[config.mk]
export PLATFORM = sky130hd
export DESIGN_NAME = edh_mac
export DESIGN_NICKNAME = d
export VERILOG_FILES = /design/src/sv/edh_pkg.sv /design/src/sv/edh_mac.sv
export SDC_FILE = /design/constraint.sdc
export NUM_CORES = 2
export LEC_CHECK = 0
export BUFFER_PORTS_ARGS = -buffer_cell sky130_fd_sc_hd__buf_2
export CELL_PAD_IN_SITES_DETAIL_PLACEMENT = 0
export CELL_PAD_IN_SITES_GLOBAL_PLACEMENT = 1
export CORE_MARGIN = 5
export CORE_UTILIZATION = 35
export CTS_CLUSTER_SIZE = 14
export DETAILED_ROUTE_END_ITERATION = 6
export HOLD_SLACK_MARGIN = 0.15
export PLACE_DENSITY = 0.68
export SYNTH_ARGS = -nofsm -noshare
export SYNTH_HDL_FRONTEND = slang
export SYNTH_SLANG_ARGS = --single-unit
[constraint.sdc]
create_clock -name clk_i -period 9.8 [get_ports clk_i]
set_input_delay 1.96 -clock clk_i [delete_from_list [all_inputs] [get_ports clk_i]]
set_output_delay 1.96 -clock clk_i [all_outputs]
set_load 0.05 [all_outputs]
[src/sv/edh_pkg.sv]
// shared types, constants and codes of the echo delay with highpass block
package edh_pkg;

  localparam int unsigned DelayDepthDef = 131072;
  localparam int unsigned SampleBitsDef = 24;

  localparam int unsigned DelayBits   = 17;
  localparam int unsigned GainBits    = 17;
  localparam int unsigned CoefBits    = 24;
  localparam int unsigned HistYBits   = 32;
  localparam int unsigned MulABits    = 33;
  localparam int unsigned MulBBits    = 25;
  localparam int unsigned ProdBits    = MulABits + MulBBits;
  localparam int unsigned AccBits     = 60;
  localparam int unsigned GainShift   = 16;
  localparam int unsigned CoefShift   = 20;
  localparam int unsigned CfgIdxBits  = 3;
  localparam int unsigned CfgDataBits = 24;

  localparam logic [DelayBits-1:0] DelayRst = 17'd13230;
  localparam logic [GainBits-1:0]  GainRst  = 17'd65536;
  localparam logic [CoefBits-1:0]  B0Rst    = 24'd1048576;

  typedef enum logic [CfgIdxBits-1:0] {
    CFG_DELAY,
    CFG_GAIN,
    CFG_B0,
    CFG_B1,
    CFG_B2,
    CFG_A1,
    CFG_A2
  } cfg_idx_e;

  typedef enum logic [3:0] {
    ST_IDLE,
    ST_RED,
    ST_ADDR,
    ST_DATA,
    ST_X1,
    ST_X2,
    ST_Y1,
    ST_Y2,
    ST_B0,
    ST_SUM,
    ST_FILT,
    ST_OUT
  } st_e;

  typedef enum logic [2:0] {
    OPA_DELAY,
    OPA_X1,
    OPA_X2,
    OPA_Y1,
    OPA_Y2,
    OPA_WET
  } opa_e;

  typedef enum logic [2:0] {
    OPB_GAIN,
    OPB_B0,
    OPB_B1,
    OPB_B2,
    OPB_A1,
    OPB_A2
  } opb_e;

  typedef enum logic [1:0] {
    ACC_HOLD,
    ACC_LOAD,
    ACC_ADD,
    ACC_SUB
  } acc_e;

  typedef struct packed {
    logic in_ready;
    logic red;
    logic rd_issue;
    opa_e opa;
    opb_e opb;
    acc_e acc;
    logic ld_wet;
    logic ld_filt;
    logic ld_out;
  } step_t;

endpackage

[src/sv/edh_mac.sv]
// shared multiplier with registered product and accumulator
module edh_mac (
  input  logic                                 clk_i,
  input  logic signed [edh_pkg::MulABits-1:0]  op_a_i,
  input  logic signed [edh_pkg::MulBBits-1:0]  op_b_i,
  input  edh_pkg::acc_e                        acc_op_i,
  output logic signed [edh_pkg::ProdBits-1:0]  prod_o,
  output logic signed [edh_pkg::AccBits-1:0]   acc_o
);
  import edh_pkg::*;

  logic signed [ProdBits-1:0] prod_q;
  logic signed [AccBits-1:0]  acc_q, acc_d;
  logic signed [AccBits-1:0]  prod_ext;

  assign prod_ext = {{(AccBits - ProdBits){prod_q[ProdBits-1]}}, prod_q};

  always_comb begin
    case (acc_op_i)
      ACC_HOLD: acc_d = acc_q;
      ACC_LOAD: acc_d = prod_ext;
      ACC_ADD:  acc_d = acc_q + prod_ext;
      ACC_SUB:  acc_d = acc_q - prod_ext;
      default:  acc_d = acc_q;
    endcase
  end

  always_ff @(posedge clk_i) begin
    prod_q <= op_a_i * op_b_i;
    acc_q  <= acc_d;
  end

  assign prod_o = prod_q;
  assign acc_o  = acc_q;

endmodule

=== Word-level counts from Yosys, hierarchy flattened ===
Index checks and enable logic that the tools add are counted.

* ROM bits: 0
* Memories: 0
* Bits in writable memories: 0
* Bits in registers: 118
* Output and inout bits: 118
* Bits in latches: 0
* Bits of input ports: 61

* Div/mod/pow operators: 0
* Eq/ne operators: 3
* Reductions and logical operators: 1
* $lt $le $gt $ge: 0
* Muxes and demuxes: 1
* Bitwise gates (word level): 0
* $add $sub $neg: 2
* $mul: 1
* Shifts and indexed selects: 0

{| class="wikitable"
|+ Operator list
! cell !! number
|-
| one-hot mux 60 bit (3 select lines) || 1
|-
| adder 60 x 58 -> 60 bit || 1
|-
| subtractor 60 x 58 -> 60 bit || 1
|-
| multiplier 33 x 25 -> 58 bit || 1
|-
| == test 2 bit, second input constant || 2
|-
| == test 2 x 1 -> 1 bit, second input constant || 1
|-
| logical NOT 2 bit || 1
|}

=== Logic depth before layout (Yosys ltp) ===
* Depth after elaboration: 2
* Mapped depth: 28

=== Worst setup path before layout ===
Ideal clock, no wire load.

* Kind: input to register
* Start point: in op_b_i[4] (netlist bit)
* End point: reg prod_q[45], in the netlist prod_o[45]
* Path slack: 1.233 ns
* Data required time: 9.680 ns
* Path buffers: 2
* Arrival time: 8.447 ns
* Stages: 26
* Setup time: 0.120 ns
* Path through: clkbuf_1 -> nand2_1 -> fa_1 -> inv_1 -> fa_1 -> inv_1 -> fa_1 -> fa_1 -> inv_1 -> fa_1 -> fa_1 -> inv_1 -> fa_1 -> inv_1 -> ha_1 -> clkbuf_1 -> and4_1 -> and2_1 -> nand2_1 -> a2111oi_0 -> o21ai_0 -> o2111a_1 -> or3_1 -> nand2_1 -> a21oi_1 -> xnor2_1

* Cells in the longest elaborated chain, start to end: 1

{| class="wikitable"
|+ RTL lines
! what !! line !! text
|-
| from (decl) || edh_mac.sv:5 || <nowiki>input logic signed [edh_pkg::MulBBits-1:0] op_b_i,</nowiki>
|-
| multiplier 33 x 25 -> 58 bit || edh_mac.sv:29 || <nowiki>prod_q <= op_a_i * op_b_i;</nowiki>
|-
| to (signal assigned) || edh_mac.sv:29 ||
|-
| to (decl) || edh_mac.sv:12 || <nowiki>logic signed [ProdBits-1:0] prod_q;</nowiki>
|}

No other way between the ends.
A chain may end at the register's enable or synchronous reset.

=== Worst setup path in the final report ===
* Start point: in op_b_i[3] (netlist bit)
* End point: reg prod_q[56], in the netlist prod_o[56]

The elaborated chain is that of the path after synthesis.

==> metrics.yaml <==
finalSetupTns_ns: 0
hold_viol: 0
path_buf_inv: 7
synthSimpleGateAreaFrac_pct: 15.6
dieArea_um2: 113000
synth_compound_area_share_pct: 7.42
r2r-start: "prod_o[5]$_DFF_P_"
dpl.hpwl_mm: 92.9
max_freq_mhz: 110
clock-sinks: 118
nets: 5234
drt_first_pass_iters: 6
finalWirelength_mm: 112
slew_viol_final: 0
netlist_area_um2: 37100
synthAdderAreaFrac_pct: 52.8
route.detailed.drc: 0
place_congestion: 0.863
cts_tree: "done"
grt_pass1_vias: 29200
grt_first_pass_wirelength_mm: 176
cp.required_ns: 10.17
syn-num-nets: 5153
ys_warn_count: 0
hp-class: "register to register"
worstSetupPathType: "input pin to register"
dr_wl_met3_mm: 7.76
area_growth_pct: 8.26
cts_resized: 0
crit_path_end_kind: "register"
synth_edf_count: 60
yosys.area_share.xor_xnor_pct: 4.18
portBuffers: 178
wl_met1_mm: 52.1
rows: 119
cp_slowest_cell: "fa_1"
synth_ff_type: "edfxtp_1"
synth.top_cells.by_area: "fa_1 45%, inv_1 8.6%, ha_1 7.3%, and2_1 6.9%, nand2_1 4.9%"
status: "finished clean"
synth_seq_cells: 118
avgSynthCellArea_um2: 9.20
critPathTopFamily: "adder cells"
drv_cap: 0
synth_top_family_by_area: "adder cells"
die_y_um: 336
drt-wirelength-per-cell_um: 20.3
routed.top_layer: "met5"
vias_per_cell: 4.94
fillers: 10700
slew_headroom_pct: 36.9
period_needed_ns: 9.07
regArea_um2: 2960
drtAntennaViolNets: 0
cts_setup_buffers: 0
hold_path.startpoint: "prod_o[41]$_DFF_P_"
clkTransAtPathRegs_ns: 0.06
grt_use_total_pct: 20.0
setup_viol: 0
ctsHoldBuffers: 0
clock_path_buffers: 2
ys_seq_area_share_pct: 7.98
worst_pin_slew_ns: 0.946
rsz0062_at_grt: "false"
vias: 27300
met2_length_mm: 49.9
multi_input_area_um2: 30300
synth_cell_types: 71
die_w_um: 336
muxShareOfSynthArea_pct: 1.57
final.period_utilization_pct: 92.5
overflow: 0
cts_max_level: 4
path_max_fanout: 24
coreArea_um2: 105000
drtIter0Drc: 1540
worstHoldPathCells: 1
root_buffer: "clkbuf_16"
grt_max_degree: 61
yosys.area.top_type_share_pct: 45.5
min_delay_worst_endpoint: "acc_o[41]$_DFFE_PP_"
clk_latency_ns: 0.44
antenna_found_initial: 11
yosys.area.top_type: "fa_1"
async_flop_share_pct: 0
start_util_pct: 35.3
r2r-end: "acc_o[59]$_DFFE_PP_"
worst_path_most_repeated_cell: "fa_1"
synthCells: 4032
critPathLaunchType: "input pin"
regToRegSetupSlack_ns: 3.30
r2r_cells: 21
max_stage_delay_ns: 0.56
worstPathArrival_ns: 9.43
cts_made_buffers: 17
clock_skew_ns: 0.0119
drive_gt1_share_pct: 8.29
pin_count: 179
## sequential cells by signal, summed over array words and instances, names as in the netlist
signal and count:
acc_o 60, prod_o 58
## worst max-delay path by stage
stage,startpoint,endpoint,depth (start not counted)
floorplan,op_b_i[4],prod_o[45]$_DFF_P_,26
global placement,op_b_i[3],prod_o[56]$_DFF_P_,26
detailed placement,op_b_i[3],prod_o[56]$_DFF_P_,26
CTS,op_a_i[16],prod_o[56]$_DFF_P_,27
global route,op_a_i[10],prod_o[56]$_DFF_P_,27
finish,op_b_i[3],prod_o[56]$_DFF_P_,26
## metrics by stage
step | utilization, % | std cells | hold WS (ns) | area (um^2) | setup WS, ns
2_1_floorplan | - | 4032 | 0.841 | 37100 | 1.23
3_3_place_gp | 37.6 | 5485 | 0.626 | 39600 | 0.398
3_5_place_dp | 37.6 | 5485 | 0.619 | 39600 | 0.342
4_1_cts | 38.2 | 5517 | 0.630 | 40200 | 0.802
5_1_grt | 38.2 | 5517 | 0.673 | 40200 | 0.462
6_report | 38.2 | 5520 | 0.624 | 40200 | 0.734
## synth_stat cells, types with 22 or more instances
cell type  count
a21o_1        62
nor3_1        28
dfxtp_1       58
fa_1         843
xnor2_1      110
a31oi_1       22
nand2_1      481
mux2_2        50
ha_1         217
clkbuf_1     176
a21oi_1      141
nor2_1       101
inv_1        847
o21ai_0       83
nand3_1       23
edfxtp_1      60
xor2_1        67
and2_1       412
nand2b_1      22
## worst reg2reg max path: stages (launching register included)
cell and delay (ns):
dfxtp_1 0.38, or3_1 0.44, nor4_1 0.42, nand3b_1 0.38, nand2b_1 0.29, or3_1 0.42
or3_1 0.39, nor3_1 0.24, a21oi_1 0.13, xnor2_1 0.14, ha_1 0.41, a21oi_1 0.29
nand3_1 0.12, a41oi_1 0.29, o32ai_1 0.14, a31oi_1 0.50, nor3_1 0.12, nor2_1 0.20
a41oi_1 0.21, xor2_1 0.27, mux2_2 0.37, o221a_1 0.12
## per-layer routing
metal  up-vias  GRT usage [%]
met1     14000           29.0
li1      12400              -
met5         -              0
met4        12           4.21
met2       796           31.8
met3       102           3.39
## layout by cell type (no fill, tap or decap), drive strengths merged, types with 62 or more instances in the layout
cell type	count
and2	412
xnor2	110
buf	247
fa	843
a21oi	141
o21ai	84
ha	217
a21o	62
inv	852
nor2	101
xor2	67
nand2	481
## final cells by class
cell class / count / share of cell area [%]
clock buffers: 19 / 1.13
repair buffers: 247 / 3.54
multi-input cells: 2881 / 75.3
clock inverters: 13 / 0.361
well taps: 1391 / 4.33
flip-flops and latches: 118 / 7.38
diodes: 3 / 0.0187
inverters: 848 / 7.92
## cells by family after synthesis
family,count (synthesis)
fa+ha+maj,1060
mux,52
xor+xnor,177
buf+inv,1033
compound gates,434
flops,118
simple gates,1158
Power is not shown: default switching activity piles up to over one toggle a cycle in this logic, so the estimate is an artifact.
