==> src/sv/edh_pkg.sv <==
// shared types, constants and codes of the echo delay with highpass block
package edh_pkg;

  localparam int unsigned DelayDepthDef = 131072;
  localparam int unsigned SampleBitsDef = 24;

  localparam int unsigned DelayBits   = 17;
  localparam int unsigned GainBits    = 17;
  localparam int unsigned CoefBits    = 24;
  localparam int unsigned HistYBits   = 32;
  localparam int unsigned MulABits    = 33;
  localparam int unsigned MulBBits    = 25;
  localparam int unsigned ProdBits    = MulABits + MulBBits;
  localparam int unsigned AccBits     = 60;
  localparam int unsigned GainShift   = 16;
  localparam int unsigned CoefShift   = 20;
  localparam int unsigned CfgIdxBits  = 3;
  localparam int unsigned CfgDataBits = 24;

  localparam logic [DelayBits-1:0] DelayRst = 17'd13230;
  localparam logic [GainBits-1:0]  GainRst  = 17'd65536;
  localparam logic [CoefBits-1:0]  B0Rst    = 24'd1048576;

  typedef enum logic [CfgIdxBits-1:0] {
    CFG_DELAY,
    CFG_GAIN,
    CFG_B0,
    CFG_B1,
    CFG_B2,
    CFG_A1,
    CFG_A2
  } cfg_idx_e;

  typedef enum logic [3:0] {
    ST_IDLE,
    ST_RED,
    ST_ADDR,
    ST_DATA,
    ST_X1,
    ST_X2,
    ST_Y1,
    ST_Y2,
    ST_B0,
    ST_SUM,
    ST_FILT,
    ST_OUT
  } st_e;

  typedef enum logic [2:0] {
    OPA_DELAY,
    OPA_X1,
    OPA_X2,
    OPA_Y1,
    OPA_Y2,
    OPA_WET
  } opa_e;

  typedef enum logic [2:0] {
    OPB_GAIN,
    OPB_B0,
    OPB_B1,
    OPB_B2,
    OPB_A1,
    OPB_A2
  } opb_e;

  typedef enum logic [1:0] {
    ACC_HOLD,
    ACC_LOAD,
    ACC_ADD,
    ACC_SUB
  } acc_e;

  typedef struct packed {
    logic in_ready;
    logic red;
    logic rd_issue;
    opa_e opa;
    opb_e opb;
    acc_e acc;
    logic ld_wet;
    logic ld_filt;
    logic ld_out;
  } step_t;

endpackage

==> src/sv/edh_ctrl.sv <==
// sequencer that steps one word through the shared multiply-accumulate unit
module edh_ctrl #(
  parameter int unsigned RED_STEPS = 0
) (
  input  logic           clk_i,
  input  logic           rst_ni,
  input  logic           in_valid_i,
  input  logic           red_last_i,
  input  logic           out_free_i,
  output edh_pkg::step_t step_o
);
  import edh_pkg::*;

  st_e state_q, state_d;

  always_ff @(posedge clk_i or negedge rst_ni) begin
    if (!rst_ni) begin
      state_q <= ST_IDLE;
    end else begin
      state_q <= state_d;
    end
  end

  always_comb begin
    state_d         = state_q;
    step_o.in_ready = 1'b0;
    step_o.red      = 1'b0;
    step_o.rd_issue = 1'b0;
    step_o.opa      = OPA_DELAY;
    step_o.opb      = OPB_GAIN;
    step_o.acc      = ACC_HOLD;
    step_o.ld_wet   = 1'b0;
    step_o.ld_filt  = 1'b0;
    step_o.ld_out   = 1'b0;
    case (state_q)
      ST_IDLE: begin
        step_o.in_ready = 1'b1;
        if (in_valid_i) begin
          state_d = (RED_STEPS > 0) ? ST_RED : ST_ADDR;
        end
      end
      ST_RED: begin
        step_o.red = 1'b1;
        if (red_last_i) begin
          state_d = ST_ADDR;
        end
      end
      ST_ADDR: begin
        step_o.rd_issue = 1'b1;
        state_d = ST_DATA;
      end
      ST_DATA: begin
        step_o.opa = OPA_DELAY;
        step_o.opb = OPB_GAIN;
        state_d = ST_X1;
      end
      ST_X1: begin
        // scaled echo leaves the product register here
        step_o.ld_wet = 1'b1;
        step_o.opa = OPA_X1;
        step_o.opb = OPB_B1;
        state_d = ST_X2;
      end
      ST_X2: begin
        step_o.acc = ACC_LOAD;
        step_o.opa = OPA_X2;
        step_o.opb = OPB_B2;
        state_d = ST_Y1;
      end
      ST_Y1: begin
        step_o.acc = ACC_ADD;
        step_o.opa = OPA_Y1;
        step_o.opb = OPB_A1;
        state_d = ST_Y2;
      end
      ST_Y2: begin
        step_o.acc = ACC_SUB;
        step_o.opa = OPA_Y2;
        step_o.opb = OPB_A2;
        state_d = ST_B0;
      end
      ST_B0: begin
        step_o.acc = ACC_SUB;
        step_o.opa = OPA_WET;
        step_o.opb = OPB_B0;
        state_d = ST_SUM;
      end
      ST_SUM: begin
        step_o.acc = ACC_ADD;
        state_d = ST_FILT;
      end
      ST_FILT: begin
        step_o.ld_filt = 1'b1;
        state_d = ST_OUT;
      end
      ST_OUT: begin
        if (out_free_i) begin
          step_o.ld_out = 1'b1;
          state_d = ST_IDLE;
        end
      end
      default: begin
        state_d = ST_IDLE;
      end
    endcase
  end

endmodule

==> config.mk <==
export PLATFORM = sky130hd
export DESIGN_NAME = edh_ctrl
export DESIGN_NICKNAME = d
export VERILOG_FILES = /design/src/sv/edh_pkg.sv /design/src/sv/edh_ctrl.sv
export SDC_FILE = /design/constraint.sdc
export NUM_CORES = 1
export LEC_CHECK = 0
export ABC_AREA = 1
export BUFFER_PORTS_ARGS = -buffer_cell sky130_fd_sc_hd__buf_4
export CAP_MARGIN = 25
export CORE_AREA = 10 10 47 49
export CTS_CLUSTER_DIAMETER = 30
export DETAILED_ROUTE_END_ITERATION = 16
export DIE_AREA = 0 0 57 59
export GPL_ROUTABILITY_DRIVEN = 0
export PLACE_DENSITY = 0.5
export SETUP_SLACK_MARGIN = 0.15
export SYNTH_ARGS = -nofsm -noshare
export SYNTH_HDL_FRONTEND = slang
export SYNTH_SLANG_ARGS = --single-unit
==> constraint.sdc <==
create_clock -name clk_i -period 1.1 [get_ports clk_i]
set_clock_uncertainty 0.2 [all_clocks]
set_input_delay 0.165 -clock clk_i [delete_from_list [all_inputs] [get_ports clk_i]]
set_output_delay 0.165 -clock clk_i [all_outputs]
set_load 0.02 [all_outputs]
Word-level counts from Yosys, hierarchy flattened
Cells that the tools add are included.
- shifts and indexed selects: 0
- add/sub/neg operators: 0
- multiply operators: 0
- divide/modulo/power cells: 0
- muxes and demuxes: 13
- bitwise operators: 0
- equal/unequal tests: 14
- order comparisons: 0
- reduce and logical (&&, ||, !) cells: 4
- operators with widths (operator ; count):
    $pmux W4 S12 ; 1
    $pmux W6 S5 ; 1
    $eq A4 B3 Y1 const B ; 4
    $eq A4 B4 Y1 const B ; 4
    $mux W4 ; 3
    $eq A4 B2 Y1 const B ; 2
    $mux W1 ; 7
    $ne A2 B2 Y1 const B ; 3
    $pmux W2 S3 ; 1
    $eq A4 B1 Y1 const B ; 1
    $logic_not A4 Y1 ; 1
    $reduce_or A2 Y1 ; 2
    $reduce_and A3 Y1 ; 1
- register bits: 4
- bits in latches: 0
- word-level logic and storage cells: 32
- output and inout port bits: 14
- input bits: 5
- memory bits (read-only): 0
- memories: 0
- bits in writable memories: 0

Depth between registers and ports, before layout
- word-level depth: 3
- mapped depth: 7
- mapped depth without buffers: 7

Worst setup path after synthesis
Ideal clock, no wire load.
- path type: reg2out
- from: reg state_q[3]
- to: out step_o[4] in the netlist's numbering
- setup slack: -0.477 ns
- data arrival time: 1.212 ns
- stages on the path, launching flop included: 5
- path through: dfrtp_1 inv_1 nand2_1 nor2_1 o21bai_1
- RTL lines (element ; line ; RTL):
    start: declaration ; edh_ctrl.sv:14 ; st_e state_q, state_d;
    start signal: assignment ; edh_ctrl.sv:20 ; state_q <= state_d;
    end: declaration ; edh_ctrl.sv:10 ; output edh_pkg::step_t step_o

==> run_results.csv <==
group,metric,value,unit
yosys,synth-compound-area-share,0.109,
yosys,yosysUniqueCellTypes,15,
yosys,synthesis.nets,63,
global_routing,antenna_found_initial,0,
floorplan,fp.coreArea,0.00140,mm^2
drt,drtPass1Iterations,2,
setup_path,cp_slowest_cell,"dfrtp_2",
yosys,yosys.area_share.simple,0.447,
cts,clkSlewWorstSetupHoldPaths,0.04,ns
place,dpl.hpwl,1030,um
cts,clock-sinks,4,
floorplan,die_x,57,um
place,io_buffer_count,18,
setup_path,endpoint,"step_o[10]",
floorplan,die_height,59,um
cts,clk_path_buf_depth,2,
floorplan,num_rows,14,
power,p_total,2.90,mW
flow_run,cap_violations,0,
drt,vias_per_cell,4.56,
floorplan,start_util,0.246,
cts,cts_tree,"done",
global_routing,grt_pass1_wl,2240,um
yosys,synth_fa_ha_area_frac,0,
sta,slew_violations,0,
setup_path,cp_top_family,"flip-flops",
global_routing,grt_pass1_vias,498,
drt,dr.first_iter.drc_count,5,
setup_path,cp.arrival,1.20,ns
floorplan,pin_count,19,
drt,wire_per_inst,12.4,um
cts,cts_buffers,3,
cts,htreeDepth,1,
cells_and_area,layout_common_cells,"buf_6 (16), buf_4 (15), nor2_4 (9)",
setup_path,cp_num_buf_inv,1,
drt,wl_met3,108,um
cells_and_area,stdcell_area,905,um^2
setup_path,cp_max_fo,6,
yosys,yosysSeqAreaShare,0.291,
yosys,netlist_instances,58,
place,place_inst,100,
drt,drc,0,
power,ir_drop,0.00155,V
yosys,synth_area,344,um^2
cells_and_area,largest_register_ffs,4,
yosys,synth-xor-area-share,0,
min_path,hold_path_depth,4,
setup_path,reg2reg_from,"state_q[0]$_DFFE_PN0P_",
power,power.leakage,0.451,nW
global_routing,grt_use_total,0.0814,
power,power.density,3210,mW/mm^2
yosys,synth_top_family_by_area,"simple AND/OR/NAND/NOR gates",
sta,hold_violations,0,
sta,final.setup.tns,-7.04,ns
sta,worst_pin_slew,0.241,ns
sta,fin_crit,1.57,ns
sta,min_period_over_period,1.43,
drt,wl_met1,500,um
global_routing,grt_start_max_net_pins,8,
cells_and_area,reg.largest.list,"state_q: 4 flops",
sta,rsz0062_at_grt,"yes",
place,placed_cell_area,676,um^2
drt,antenna_left,0,
status,status,"finished, violations left",
status,violations,"setup timing",
yosys,yosys_register_bits,4,
setup_path,cp_data_required_time,0.73,ns
floorplan,fp.dieArea,0.00336,mm^2
setup_path,startpoint_type,"register",
cells_and_area,mostFrequentLayoutCell,"buf_6",
cells_and_area,layout-area-overhead-vs-synth,163,%
sta,setup_viol_count_final,18,
setup_path,rr_endpoint,"state_q[1]$_DFFE_PN0P_",
drt,routed_wl,1380,um
yosys,synthMuxAreaShare,0,
cells_and_area,regMostFlops,"state_q",
setup_path,crit_path_start,"state_q[0]$_DFFE_PN0P_",
global_routing,overflow,0,
min_path,hp-class,"in2reg",
setup_path,critical_path.cell_chain,"nand2_4 > o21ai_2 > buf_6",
yosys,post_synth.cell_area_avg,5.93,um^2
cells_and_area,drive_above_1_share,0.811,
sta,max_freq,638,MHz
setup_path,worstSetupPathDepth,3,
sta,holdWs,0.0254,ns
drt,met2_length,766,um
cells_and_area,finalNetCount,101,
setup_path,critical_path.endpoint_type,"output pin",
setup_path,critical_path_class,"reg2out",
setup_path,slowest_delay,0.50,ns
cts,cts_root_buf,"clkbuf_4",
cells_and_area,fillers,132,
sta,setup_slack,-0.468,ns
sta,relSlewSlack,0.839,
drt,top_layer_used,"met3",
cells_and_area,instances_no_fill,111,
drt,num_vias,506,
yosys,ys_warn_count,0,
cells_and_area,num_antenna_cells,0,
cts,worstSkewPairLatency,0.24,ns
setup_path,reg2reg_setup_slack,-0.35,ns
setup_path,r2r_cells,8,
## final cells by class
type / instances / area [um^2] / area share
multi-input cells: 41 / 383 / 0.423
inverters: 14 / 67.6 / 0.0747
well taps: 16 / 20.0 / 0.0221
clock buffers: 4 / 26.3 / 0.0290
flip-flops and latches: 4 / 105 / 0.116
repair buffers: 32 / 303 / 0.335
## worst min path at each step
stage	slack (ns)	endpoint	startpoint
2_1_floorplan	-0.33	state_q[0]$_DFFE_PN0P_	rst_ni
3_3_place_gp	-0.24	state_q[2]$_DFFE_PN0P_	rst_ni
3_5_place_dp	-0.24	state_q[2]$_DFFE_PN0P_	rst_ni
4_1_cts	0.008	state_q[1]$_DFFE_PN0P_	out_free_i
5_1_grt	0.03	state_q[1]$_DFFE_PN0P_	out_free_i
6_report	0.03	state_q[1]$_DFFE_PN0P_	out_free_i
## repair_timing
item | 4_1_cts | 5_1_grt
cloned | 1 | 0
gates resized for setup | 22 | 20
setup buffers | 3 | 2
endpoints found under the setup margin | 18 | 18
hold buffers | 1 | 0
hold endpoints to repair | 4 | 0
pin swaps | 5 | 5
## cells in the mapped netlist (all sizes together)
master / count / share of area
nand3: 6 / 0.087
a21oi: 1 / 0.015
nand2: 11 / 0.15
o21ai: 5 / 0.073
nor2: 12 / 0.13
dfrtp: 4 / 0.29
inv: 14 / 0.15
nor3: 3 / 0.058
nand3b: 1 / 0.022
o21bai: 1 / 0.022
## per-layer routing
layer  vias to the layer above  GRT usage
met5                         -          0
met4                         0     0.0302
met3                         0     0.0386
met2                        12      0.143
met1                       231     0.0825
li1                        263          -
## kinds of logic (layout without fill, tap and decap cells)
kind of cell / after synthesis / count (layout)
compound gates: 7 / 7
buf+inv: 14 / 50
simple gates: 33 / 34
flops: 4 / 4
## report_power, final
part | internal (mW) | switching (mW) | total [mW] | leakage, nW
Combinational | 1.05 | 1.24 | 2.29 | 0.392
Clock | 0.136 | 0.0622 | 0.198 | 0.0150
Sequential | 0.229 | 0.186 | 0.414 | 0.0450
Total | 1.41 | 1.49 | 2.90 | 0.451
## through the flow
stage          setup WS (ns)  utilization
5_1_grt               -0.537        0.646
4_1_cts               -0.501        0.585
3_5_place_dp          -0.266        0.482
3_3_place_gp          -0.274        0.482
2_1_floorplan         -0.207            -
6_report              -0.468        0.646
## tightest hold or removal path, stage by stage
cell and delay, ns:
buf_4 0.10, nor3_4 0.04, inv_2 0.06, nand2_1 0.06
Note: power is estimated with default switching activity, not from simulation.
